## src/dbchs_pkg.sv

```systemverilog
`timescale 1ns / 1ps
// ----------------------------------------------------------------------------
// dbchs_pkg: shared types and constants for the disk block CHS/RPS scheduler
// Field widths, action codes, register indexes and the pipeline stage word.
// ----------------------------------------------------------------------------
package dbchs_pkg;

  // Request fields
  localparam int BLK_W      = 24;
  localparam int QD_W       = BLK_W - 1;   // magnitude bits of a non-negative block
  localparam int BYTE_W     = 20;
  localparam int CYL_IN_W   = 16;
  localparam int LA_IN_W    = 16;

  // Geometry and configuration
  localparam int SPT_W      = 8;
  localparam int TPC_W      = 6;
  localparam int SPC_W      = SPT_W + TPC_W;
  localparam int PB_W       = 24;
  localparam int OFF_W      = 12;
  localparam int LEAD_W     = 6;
  localparam int MARGIN_W   = 6;
  localparam int CYLX_W     = 24;          // quotient plus offset, no overflow
  localparam int ACT_W      = 2;
  localparam int DIST_W     = 18;          // signed rotational distance

  localparam int CFG_IDX_W  = 3;
  localparam int CFG_DATA_W = 24;

  localparam int IN_DATA_W  = 80;
  localparam int OUT_DATA_W = 48;

  // Actions
  localparam logic [ACT_W-1:0] ACT_REJECT = 2'd0;
  localparam logic [ACT_W-1:0] ACT_DIRECT = 2'd1;
  localparam logic [ACT_W-1:0] ACT_SEEK   = 2'd2;
  localparam logic [ACT_W-1:0] ACT_SEARCH = 2'd3;

  // Register indexes
  localparam logic [CFG_IDX_W-1:0] REG_SPT       = 3'd0;
  localparam logic [CFG_IDX_W-1:0] REG_TPC       = 3'd1;
  localparam logic [CFG_IDX_W-1:0] REG_PART_BLKS = 3'd2;
  localparam logic [CFG_IDX_W-1:0] REG_CYL_OFF   = 3'd3;
  localparam logic [CFG_IDX_W-1:0] REG_LEAD      = 3'd4;
  localparam logic [CFG_IDX_W-1:0] REG_MARGIN    = 3'd5;
  localparam logic [CFG_IDX_W-1:0] REG_SEEK_ONLY = 3'd6;

  // Reset values
  localparam logic [SPT_W-1:0]    SPT_RST       = 8'd22;
  localparam logic [TPC_W-1:0]    TPC_RST       = 6'd19;
  localparam logic [SPC_W-1:0]    SPC_RST       = 14'd418;
  localparam logic [PB_W-1:0]     PART_BLKS_RST = 24'd340670;
  localparam logic [OFF_W-1:0]    CYL_OFF_RST   = 12'd0;
  localparam logic [LEAD_W-1:0]   LEAD_RST      = 6'd2;
  localparam logic [MARGIN_W-1:0] MARGIN_RST    = 6'd3;

  // One word travelling down the pipeline
  typedef struct packed {
    logic                rej;
    logic                rdy;
    logic                skip;
    logic                rot_ok;
    logic [CYL_IN_W-1:0] cur_cyl;
    logic [QD_W-1:0]     qd;      // dividend bits in, cylinder quotient bits out
    logic [SPC_W-1:0]    prem;    // partial remainder of block / spc
    logic [CYLX_W-1:0]   cyl;
    logic [SPT_W-1:0]    trem;    // partial remainder of rem / spt
    logic [TPC_W-1:0]    tqd;     // remainder bits in, track bits out
    logic [SPT_W-1:0]    lrem;    // partial remainder of lead / spt
    logic [LEAD_W-1:0]   lqd;
  } stage_t;

  typedef struct packed {
    logic                load;
    logic [SPT_W-1:0]    ssec;
    logic [SPT_W-1:0]    sec;
    logic [TPC_W-1:0]    trk;
    logic [CYL_IN_W-1:0] cyl;
    logic [ACT_W-1:0]    action;
  } result_t;

endpackage

```

## src/disk_block_chs_rps_scheduler_top.sv

```systemverilog
`timescale 1ns / 1ps
// ----------------------------------------------------------------------------
// disk_block_chs_rps_scheduler_top: block to cylinder/track/sector translator
// Pipelined restoring dividers split the block number by sectors-per-cylinder
// and then sectors-per-track, and a final stage picks the positioning action.
// ----------------------------------------------------------------------------
// Throughput: one request per cycle while no output word waits untaken; the cylinder
// divider retires one quotient bit per stage (23 stages) and the track divider one
// bit per stage (6 stages).
// All stages advance together and hold while the output word is not taken.
// Reset clears the stage valid bits and the output valid, and loads the
// register defaults; there is no clearing pass.
module disk_block_chs_rps_scheduler_top #(
  parameter int BLOCK_BYTES_LOG2   = 9,
  parameter int SECTOR_FIELD_SHIFT = 6
) (
  input  logic                                clk,
  input  logic                                rst_n,
  // block_number[23:0], byte_count[43:24], current_cylinder[59:44],
  // lookahead_reg[75:60], drive_ready[76], skip_positioning[77], zeros[79:78]
  input  logic [dbchs_pkg::IN_DATA_W-1:0]     in_tdata,
  input  logic                                in_tvalid,
  output logic                                in_tready,
  // action[1:0], target_cylinder[17:2], target_track[23:18],
  // target_sector[31:24], search_sector[39:32], load_cylinder[40], zeros[47:41]
  output logic [dbchs_pkg::OUT_DATA_W-1:0]    out_tdata,
  output logic                                out_tvalid,
  input  logic                                out_tready,
  input  logic                                cfg_we,
  input  logic [dbchs_pkg::CFG_IDX_W-1:0]     cfg_index,
  input  logic [dbchs_pkg::CFG_DATA_W-1:0]    cfg_wdata
);
  import dbchs_pkg::*;

  localparam int ST_TINIT = QD_W + 1;
  localparam int NSTG     = ST_TINIT + TPC_W + 1;
  localparam int LAST     = NSTG - 1;
  localparam int NBLK_W   = BYTE_W + 1 - BLOCK_BYTES_LOG2;
  localparam int LA_W     = LA_IN_W - SECTOR_FIELD_SHIFT;
  localparam logic [BYTE_W:0] ROUND_ADD = (BYTE_W+1)'((1 << BLOCK_BYTES_LOG2) - 1);

  // Configuration registers
  logic [SPT_W-1:0]    spt_r;
  logic [TPC_W-1:0]    tpc_r;
  logic [SPC_W-1:0]    spc_r;
  logic [PB_W-1:0]     pb_r;
  logic [OFF_W-1:0]    cyl_off_r;
  logic [LEAD_W-1:0]   lead_r;
  logic [MARGIN_W-1:0] margin_r;
  logic                seek_only_r;

  always_ff @(posedge clk) begin
    if (!rst_n) begin
      spt_r       <= SPT_RST;
      tpc_r       <= TPC_RST;
      spc_r       <= SPC_RST;
      pb_r        <= PART_BLKS_RST;
      cyl_off_r   <= CYL_OFF_RST;
      lead_r      <= LEAD_RST;
      margin_r    <= MARGIN_RST;
      seek_only_r <= 1'b0;
    end else begin
      // The product is registered from the spt and tpc registers; it is first used by the divider stages.
      spc_r <= {{TPC_W{1'b0}}, spt_r} * {{SPT_W{1'b0}}, tpc_r};
      if (cfg_we) begin
        unique case (cfg_index)
          REG_SPT:       spt_r       <= cfg_wdata[SPT_W-1:0];
          REG_TPC:       tpc_r       <= cfg_wdata[TPC_W-1:0];
          REG_PART_BLKS: pb_r        <= cfg_wdata[PB_W-1:0];
          REG_CYL_OFF:   cyl_off_r   <= cfg_wdata[OFF_W-1:0];
          REG_LEAD:      lead_r      <= cfg_wdata[LEAD_W-1:0];
          REG_MARGIN:    margin_r    <= cfg_wdata[MARGIN_W-1:0];
          REG_SEEK_ONLY: seek_only_r <= cfg_wdata[0];
          default: ;
        endcase
      end
    end
  end

  // Pipeline control
  logic            ce;
  logic            out_valid_r;
  logic [NSTG-1:0] vld_r;
  stage_t          stg_r   [NSTG];
  stage_t          stg_nxt [NSTG];
  result_t         out_res_r;
  result_t         res_nxt;

  assign ce        = !out_valid_r || out_tready;
  assign in_tready = ce;

  // Stage 0: range check and rotational distance
  logic [BLK_W-1:0]           blk_w;
  logic [BYTE_W-1:0]          bytes_w;
  logic [BYTE_W:0]            rsum_w;
  logic [NBLK_W-1:0]          nblk_w;
  logic [BLK_W:0]             end_w;
  logic [LA_IN_W-1:0]         la_w;
  logic [LA_W-1:0]            la_sec_w;
  logic signed [DIST_W-1:0]   la_s, spt_s, mar_s, dist0_s, dist_s, lim_s;

  assign blk_w    = in_tdata[BLK_W-1:0];
  assign bytes_w  = in_tdata[43:24];
  assign la_w     = in_tdata[75:60];
  assign rsum_w   = {1'b0, bytes_w} + ROUND_ADD;
  assign nblk_w   = rsum_w[BYTE_W:BLOCK_BYTES_LOG2];
  assign end_w    = {1'b0, blk_w} + (BLK_W+1)'(nblk_w);
  assign la_sec_w = la_w[LA_IN_W-1:SECTOR_FIELD_SHIFT];
  assign la_s     = {{(DIST_W-LA_W){1'b0}}, la_sec_w};
  assign spt_s    = {{(DIST_W-SPT_W){1'b0}}, spt_r};
  assign mar_s    = {{(DIST_W-MARGIN_W){1'b0}}, margin_r};
  assign dist0_s  = la_s - spt_s + $signed(DIST_W'(1));
  assign dist_s   = dist0_s[DIST_W-1] ? dist0_s + spt_s : dist0_s;
  assign lim_s    = spt_s - mar_s;

  always_comb begin
    stg_nxt[0]         = '0;
    stg_nxt[0].rej     = blk_w[BLK_W-1] || (spt_r == '0) || (tpc_r == '0) ||
                         (end_w > {1'b0, pb_r});
    stg_nxt[0].rdy     = in_tdata[76];
    stg_nxt[0].skip    = in_tdata[77];
    stg_nxt[0].rot_ok  = dist_s > lim_s;
    stg_nxt[0].cur_cyl = in_tdata[59:44];
    stg_nxt[0].qd      = blk_w[QD_W-1:0];
  end

  for (genvar i = 1; i < NSTG; i++) begin : g_stage
    if (i <= QD_W) begin : g_cyl
      // One restoring step of block / sectors-per-cylinder.
      logic [SPC_W:0] shift_w;
      logic           ge_w;
      stage_t         step_nxt;
      assign shift_w = {stg_r[i-1].prem, stg_r[i-1].qd[QD_W-1]};
      assign ge_w    = shift_w >= {1'b0, spc_r};
      always_comb begin
        step_nxt    = stg_r[i-1];
        step_nxt.qd = {stg_r[i-1].qd[QD_W-2:0], ge_w};
        if (ge_w) begin
          step_nxt.prem = shift_w[SPC_W-1:0] - spc_r;
        end else begin
          step_nxt.prem = shift_w[SPC_W-1:0];
        end
      end
      assign stg_nxt[i] = step_nxt;
    end else if (i == ST_TINIT) begin : g_init
      // The track is below 64, so the top remainder bits are already below spt.
      stage_t step_nxt;
      always_comb begin
        step_nxt      = stg_r[i-1];
        step_nxt.cyl  = CYLX_W'(stg_r[i-1].qd) + CYLX_W'(cyl_off_r);
        step_nxt.trem = stg_r[i-1].prem[SPC_W-1:TPC_W];
        step_nxt.tqd  = stg_r[i-1].prem[TPC_W-1:0];
        step_nxt.lrem = '0;
        step_nxt.lqd  = lead_r;
      end
      assign stg_nxt[i] = step_nxt;
    end else begin : g_trk
      // Track and lead divisions by sectors-per-track run side by side.
      logic [SPT_W:0] tshift_w, lshift_w;
      logic           tge_w, lge_w;
      stage_t         step_nxt;
      assign tshift_w = {stg_r[i-1].trem, stg_r[i-1].tqd[TPC_W-1]};
      assign lshift_w = {stg_r[i-1].lrem, stg_r[i-1].lqd[LEAD_W-1]};
      assign tge_w    = tshift_w >= {1'b0, spt_r};
      assign lge_w    = lshift_w >= {1'b0, spt_r};
      always_comb begin
        step_nxt     = stg_r[i-1];
        step_nxt.tqd = {stg_r[i-1].tqd[TPC_W-2:0], tge_w};
        step_nxt.lqd = {stg_r[i-1].lqd[LEAD_W-2:0], lge_w};
        if (tge_w) begin
          step_nxt.trem = tshift_w[SPT_W-1:0] - spt_r;
        end else begin
          step_nxt.trem = tshift_w[SPT_W-1:0];
        end
        if (lge_w) begin
          step_nxt.lrem = lshift_w[SPT_W-1:0] - spt_r;
        end else begin
          step_nxt.lrem = lshift_w[SPT_W-1:0];
        end
      end
      assign stg_nxt[i] = step_nxt;
    end
  end

  always_ff @(posedge clk) begin
    if (!rst_n) begin
      vld_r <= '0;
    end else if (ce) begin
      vld_r <= {vld_r[NSTG-2:0], in_tvalid};
    end
  end

  always_ff @(posedge clk) begin
    if (ce) begin
      for (int k = 0; k < NSTG; k++) begin
        stg_r[k] <= stg_nxt[k];
      end
    end
  end

  // Final stage: search sector and action
  stage_t           fin_w;
  logic [SPT_W:0]   wrap_w;
  logic [SPT_W-1:0] ssec_w;
  logic             cyl_eq_w;

  assign fin_w    = stg_r[LAST];
  assign wrap_w   = {1'b0, fin_w.trem} + {1'b0, spt_r} - {1'b0, fin_w.lrem};
  assign ssec_w   = (fin_w.trem >= fin_w.lrem) ? fin_w.trem - fin_w.lrem
                                               : wrap_w[SPT_W-1:0];
  assign cyl_eq_w = fin_w.cyl == CYLX_W'(fin_w.cur_cyl);

  always_comb begin
    res_nxt = '0;
    if (!fin_w.rej) begin
      res_nxt.cyl  = fin_w.cyl[CYL_IN_W-1:0];
      res_nxt.trk  = fin_w.tqd;
      res_nxt.sec  = fin_w.trem;
      res_nxt.ssec = ssec_w;
      priority if (fin_w.skip || !fin_w.rdy) begin
        res_nxt.action = ACT_DIRECT;
      end else if (cyl_eq_w) begin
        res_nxt.action = (seek_only_r || fin_w.rot_ok) ? ACT_DIRECT : ACT_SEARCH;
      end else begin
        res_nxt.load   = 1'b1;
        res_nxt.action = seek_only_r ? ACT_SEEK : ACT_SEARCH;
      end
    end
  end

  always_ff @(posedge clk) begin
    if (!rst_n) begin
      out_valid_r <= 1'b0;
    end else if (ce) begin
      out_valid_r <= vld_r[LAST];
    end
  end

  always_ff @(posedge clk) begin
    if (ce) begin
      out_res_r <= res_nxt;
    end
  end

  assign out_tvalid = out_valid_r;
  assign out_tdata  = {{(OUT_DATA_W-$bits(result_t)){1'b0}}, out_res_r};

`ifndef SYNTH
  a_last_to_out: assert property (@(posedge clk) disable iff (!rst_n)
    vld_r[LAST] && ce |=> out_valid_r)
    else $error("valid word in the last stage did not reach the output");

  a_cyl_rem: assert property (@(posedge clk) disable iff (!rst_n)
    vld_r[QD_W] && !stg_r[QD_W].rej |-> stg_r[QD_W].prem < spc_r)
    else $error("cylinder divider remainder not below sectors per cylinder");

  a_trk_rem: assert property (@(posedge clk) disable iff (!rst_n)
    vld_r[LAST] && !stg_r[LAST].rej |->
      (stg_r[LAST].trem < spt_r) && (stg_r[LAST].lrem < spt_r))
    else $error("track or lead remainder not below sectors per track");

  a_seek_only: assert property (@(posedge clk) disable iff (!rst_n)
    out_valid_r && out_res_r.load && seek_only_r |-> out_res_r.action == ACT_SEEK)
    else $error("cylinder load in seek-only mode without a seek");

  a_accept: assert property (@(posedge clk) disable iff (!rst_n)
    in_tvalid && in_tready |=> vld_r[0])
    else $error("accepted request word not captured in the first stage");
`endif

endmodule
```

## config.mk

```make
export PLATFORM = sky130hd
export DESIGN_NAME = disk_block_chs_rps_scheduler_top
export DESIGN_NICKNAME = d
export VERILOG_FILES = /design/src/dbchs_pkg.sv /design/src/disk_block_chs_rps_scheduler_top.sv
export SDC_FILE = /design/constraint.sdc
export NUM_CORES = 2
export LEC_CHECK = 0
export BUFFER_PORTS_ARGS = -buffer_cell sky130_fd_sc_hd__buf_4
export CORE_UTILIZATION = 68
export CTS_BUF_LIST = sky130_fd_sc_hd__clkbuf_16
export DETAILED_ROUTE_END_ITERATION = 12
export PLACE_DENSITY = 0.83
export SYNTH_ARGS = -nofsm -noshare
export SYNTH_HDL_FRONTEND = slang
export SYNTH_SLANG_ARGS = --single-unit
```

## constraint.sdc

```tcl
create_clock -name clk -period 197.2 [get_ports clk]
set_clock_uncertainty 0.1 [all_clocks]
set_input_delay 19.72 -clock clk [delete_from_list [all_inputs] [get_ports clk]]
set_output_delay 19.72 -clock clk [all_outputs]
set_load 0.1 [all_outputs]
```

After elaboration in Yosys (flattened, before gate mapping)
Memory sizes are Yosys's and may differ from the RTL's.
Cells that the tools add are included.
{"block": "classes", "add_sub_neg": 45, "mul": 1, "order_cmp": 38, "eq_ne": 7, "mux": 44, "reduce_logical": 19}
{"operator": "greater-or-equal comparator 15 x 14 -> 1 bit", "count": 23}
{"operator": "two-way mux 14 bit", "count": 23}
{"operator": "subtractor 14 bit", "count": 23}
{"operator": "subtractor 8 bit", "count": 14}
{"operator": "greater-or-equal comparator 9 x 8 -> 1 bit", "count": 12}
{"operator": "two-way mux 8 bit", "count": 13}
{"operator": "adder 24 x 12 -> 25 bit", "count": 1}
{"operator": "greater-than comparator 25 x 24 -> 1 bit", "count": 1}
{"operator": "adder 23 x 12 -> 24 bit", "count": 1}
{"operator": "equality test 24 x 16 -> 1 bit", "count": 1}
{"operator": "adder 20 x 9 -> 21 bit, second input constant", "count": 1}
{"operator": "greater-than comparator 18 x 9 -> 1 bit", "count": 1}
{"operator": "two-way mux 18 bit", "count": 1}
{"operator": "multiplier 8 x 6 -> 14 bit", "count": 1}
{"operator": "AND reduction 2 bit", "count": 7}
{"operator": "adder 12 x 9 -> 13 bit", "count": 1}
{"operator": "adder 11 x 2 -> 12 bit, second input constant", "count": 1}
{"operator": "subtractor 10 x 8 -> 11 bit", "count": 1}
{"operator": "equality test 3 bit, second input constant", "count": 3}
{"operator": "subtractor 8 x 6 -> 9 bit", "count": 1}
{"operator": "adder 8 bit", "count": 1}
{"operator": "greater-or-equal comparator 8 bit", "count": 1}
{"operator": "zero test 8 bit", "count": 1}
{"operator": "equality test 3 x 2 -> 1 bit, second input constant", "count": 2}
{"operator": "other kinds (8)", "count": 19}
{"block": "totals", "register_bits": 150, "mem_bits_rw": 3379, "in_bits": 112, "output_inout_bits": 50, "wordCells": 172, "n_memories": 1}
{"name": "stg_r", "depth": 31, "width": 109, "rd": 31, "rd_clocked_by_memory_dff": 0, "wr": 31, "line_no": "disk_block_chs_rps_scheduler_top.sv:84", "rtl": "stage_t stg_r [NSTG];"}

Logic depth before layout (Yosys ltp)
{"block": "depth", "word_depth": 5, "mapped_depth": 23, "depth_no_buf": 23}

Worst setup path after synthesis
Ideal clock, no wire load.
{"block": "synth_timing", "path_type": "input to output", "startpoint": "input port out_tready", "endpoint": "output port in_tready", "t_arrival_ps": 71221, "required_ps": 177380, "path_slack_ps": 106159, "stages": 4, "n_path_buf": 2, "path_cell_list": "nor2b_1 -> clkbuf_1 -> inv_1 -> clkbuf_1"}
{"block": "synth_via", "elab_chain_len": 1}
{"element": "from (decl)", "line_no": "disk_block_chs_rps_scheduler_top.sv:28", "rtl": "input logic out_tready,"}
{"element": "logical OR 1 bit", "line_no": "disk_block_chs_rps_scheduler_top.sv:89", "rtl": "assign ce = !out_valid_r || out_tready;"}
{"element": "to (decl)", "line_no": "disk_block_chs_rps_scheduler_top.sv:23", "rtl": "output logic in_tready,"}
Every way passes these cells.

Final worst setup path
Ends and elaborated chain as after synthesis.

==> summary.txt <==
Detailed routing
  • Detailed-route via count: a little over 50000
  • ANT nets after route: 0
  • Drt drc: 0
  • Vias per inst: a little over 6
  • Average wire per standard cell: approximately 20 µm
  • Initial DRC count: between 4000 and 5000
  • Total routed wirelength: roughly 170000 µm
  • 1st-pass router iterations: 6

Clock network
  • Reg clk slew, reported paths: approximately 0.060 ns
  • Root Buffer: clkbuf_16
  • CTS tree: built
  • Hold_buf cts: 0
  • Clock Latency Late Sink: 0.83 ns
  • Post-CTS Setup Bufs: 0
  • CTS buffer count: 189
  • Buffer depth of the longest clock path: 3
  • Sinks on Clock Net: between 1500 and 2000
  • Cts repair resizes: 0
  • H-tree depth: 4

Power
  • Clk pwr share: 0.244
  • Combinational Power Share: 0.328
  • Cell area power density: 15.1 nW/µm²
  • Power, Total: between 1 and 1.5 mW
  • Peak supply drop: 10.2 µV
  • Leak: about 38 nW
  • Reg power frac: 0.428
  • Power Internal: between 0.9 and 1 mW
  • Switching Fraction: 0.327
  • Net switching power: 0.482 mW

Timing
  • TNS Setup: 0 ns
  • RSZ-0062 raised after global routing: false
  • Final slew viol count: 0
  • Worst hold slack: around 0.29 ns
  • Max-Slew Margin vs Limit: 0.0885
  • Hold Fails Final Rpt: 0
  • Fmax: roughly 25 MHz
  • Fin crit share: 0.206
  • Slew @ Worst Pin: between 1 and 1.5 ns
  • Count of final setup violators: 0
  • Min cycle time layout: roughly 41 ns

Worst setup path
  • Flop-to-flop setup slack: 191.12 ns
  • CP dominant cell by count: buf_4
  • Setup crit end kind: primary output
  • Slowest CP cell: buf_4
  • Setup crit start kind: input pin
  • WP data required: 177.38 ns
  • Critical Path, Cell by Cell: buf_4, nor2b_2, buf_4, inv_8, buf_4
  • Crit path arrival time: 20.81 ns
  • Worst Path Max Fanout: 37
  • Kind of critical path: input pin to primary output
  • Crit-path max cell delay: ~0.36 ns

Placement
  • I/O Buffers: roughly 150
  • Placement Cell Area: between 90000 and 100000 µm²
  • Hpwl dp: ~100000 µm
  • Placed insts: a little over 8000
  • Placer Congestion: 0.906

Global route
  • GRT Resource Usage Total: 0.263
  • Vias in the first global route: 50800
  • Largest net degree at the start of global routing: between 200 and 250
  • Grt ovf: 0
  • First-pass GRT wire length: between 200000 and 300000 µm
  • Antenna violations before repair: 1

Floorplan
  • Ports: roughly 160
  • Die height: 362 µm
  • Initial core utilization: 0.687
  • Core area: 128000 µm²
  • Die ar.: between 100000 and 150000 µm²
  • Row count: between 100 and 150
  • Die W: roughly 360 µm

Final layout
  • Fill count: approximately 7200
  • Final Non-Filler Cells: 8434
  • # nets final: roughly 7200
  • Design area: roughly 98000 µm²
  • Area Overhead vs Synth: 11.0%
  • Share of layout cells above drive strength 1: 0.101

Synthesis
  • EDFF count, synth: ~1900
  • Distinct cells, synth: 77
  • Synth Warn #: 0
  • Sequential fraction of the synthesis area: 0.663
  • Most used DFF post-synth: edfxtp_1
  • Syn_area_per_cell: ~14 µm²
  • Post-synth ARST share: 0
  • Mapped cell area: 88000 µm²
  • Syn Inst Count: ~6200
  • Flops & latches, synth: 1979

Run status
  • Run status: complete, no violations

Min path
  • Hold/Removal Path Class: flop to flop

Job
  • Max-cap violation count: 0
## cell usage after synthesis, types with 71 or more instances
library cell / n / area share
nand4_1: 103 / 0.0073
clkbuf_1: 75 / 0.0032
a21boi_0: 86 / 0.0073
a21oi_1: 379 / 0.022
dfxtp_1: 109 / 0.025
nor2b_1: 170 / 0.012
nand2_1: 416 / 0.018
nor3_1: 120 / 0.0068
o21a_1: 84 / 0.0072
o21ai_0: 242 / 0.014
edfxtp_1: 1870 / 0.64
ha_1: 521 / 0.074
a21o_1: 137 / 0.012
fa_1: 71 / 0.016
inv_1: 295 / 0.013
mux2_2: 100 / 0.013
xor2_1: 169 / 0.017
nor2_1: 423 / 0.018
xnor2_1: 188 / 0.019
## metrics by stage
stage,util,setup WS [ns]
floorplan,-,106.16
global placement,0.714,156.60
detailed placement,0.714,156.59
CTS,0.763,156.57
global route,0.763,156.52
finish,0.763,156.57
## cells in the final DEF, fill, tap and decap left out, drive strengths merged, types with 103 or more instances in the layout
cell,netlist,final
xnor2,188,188
nor3,121,121
xor2,169,169
nand2,416,416
buf,22,197
inv,295,337
a21o,137,137
nor2,424,424
ha,521,521
nand4,103,103
mux2,103,103
edfxtp,1870,1870
a21oi,380,380
o21ai,287,287
nor2b,170,170
clkbuf,75,190
dfxtp,109,109
## state kept, by name, indices dropped and copies added (netlist names)
register     count
spc_r           14
out_tdata       41
margin_r         6
tpc_r            6
pb_r            24
seek_only_r      1
vld_r           31
stg_r         1829
spt_r            8
cyl_off_r       12
lead_r           6
out_tvalid       1
## cell families (layout without fill, tap and decap cells)
logic type | after synthesis | in the layout | share of synthesized area
mux | 164 | 164 | 0.0201
other cells | 1 | 8 | 0.0000426
buf+inv | 392 | 843 | 0.0173
compound gates | 1274 | 1274 | 0.0932
simple gates | 1488 | 1488 | 0.0806
fa+ha+maj | 592 | 592 | 0.0902
flops | 1979 | 1979 | 0.663
xor+xnor | 357 | 357 | 0.0355
## per-layer routing
layer / vias to the layer above / track usage / share of wire
met3: 420 / 0.0429 / 0.063
li1: 24100 / - / -
met1: 24800 / 0.330 / 0.39
met4: 2 / 0.112 / 0.041
met2: 1925 / 0.456 / 0.50
met5: - / 0 / 0.000064
## path summary, 6_finish.rpt
check | endpoint | from | cells past startpoint
min reg2reg | stg_r[0][1622] | stg_r[0][1513] | 0
max | in_tready | out_tready | 5
min | stg_r[0][1622] | stg_r[0][1513] | 0
max reg2reg | stg_r[0][105] | spt_r[5] | 18
## area by class of cell
class	count	area, µm²	area share
multi-input combinational	3882	28300	0.290
clock inverter	161	1490	0.0152
clock buffer	190	4750	0.0487
timing repair buffer	197	1520	0.0155
antenna	1	2.50	0.0000256
inverter	295	1110	0.0114
sequential	1979	58300	0.597
tap	1729	2160	0.0221
## power groups by stage
stage,registers [mW],clock network (mW),logic (mW)
after floorplan,0.625,0,0.360
after global placement,0.628,0,0.440
after detailed placement,0.634,0,0.462
after CTS,0.630,0.366,0.476
after global routing,0.638,0.381,0.532
final,0.630,0.359,0.484
## worst max-delay path: cells and delay by family
| kind | cells | cell delay [ns] |
|---|---|---|
| buffers and inverters | 4 | 0.95 |
| and+or+nand+nor | 1 | 0.09 |
Power figures use the tool's default switching activity.
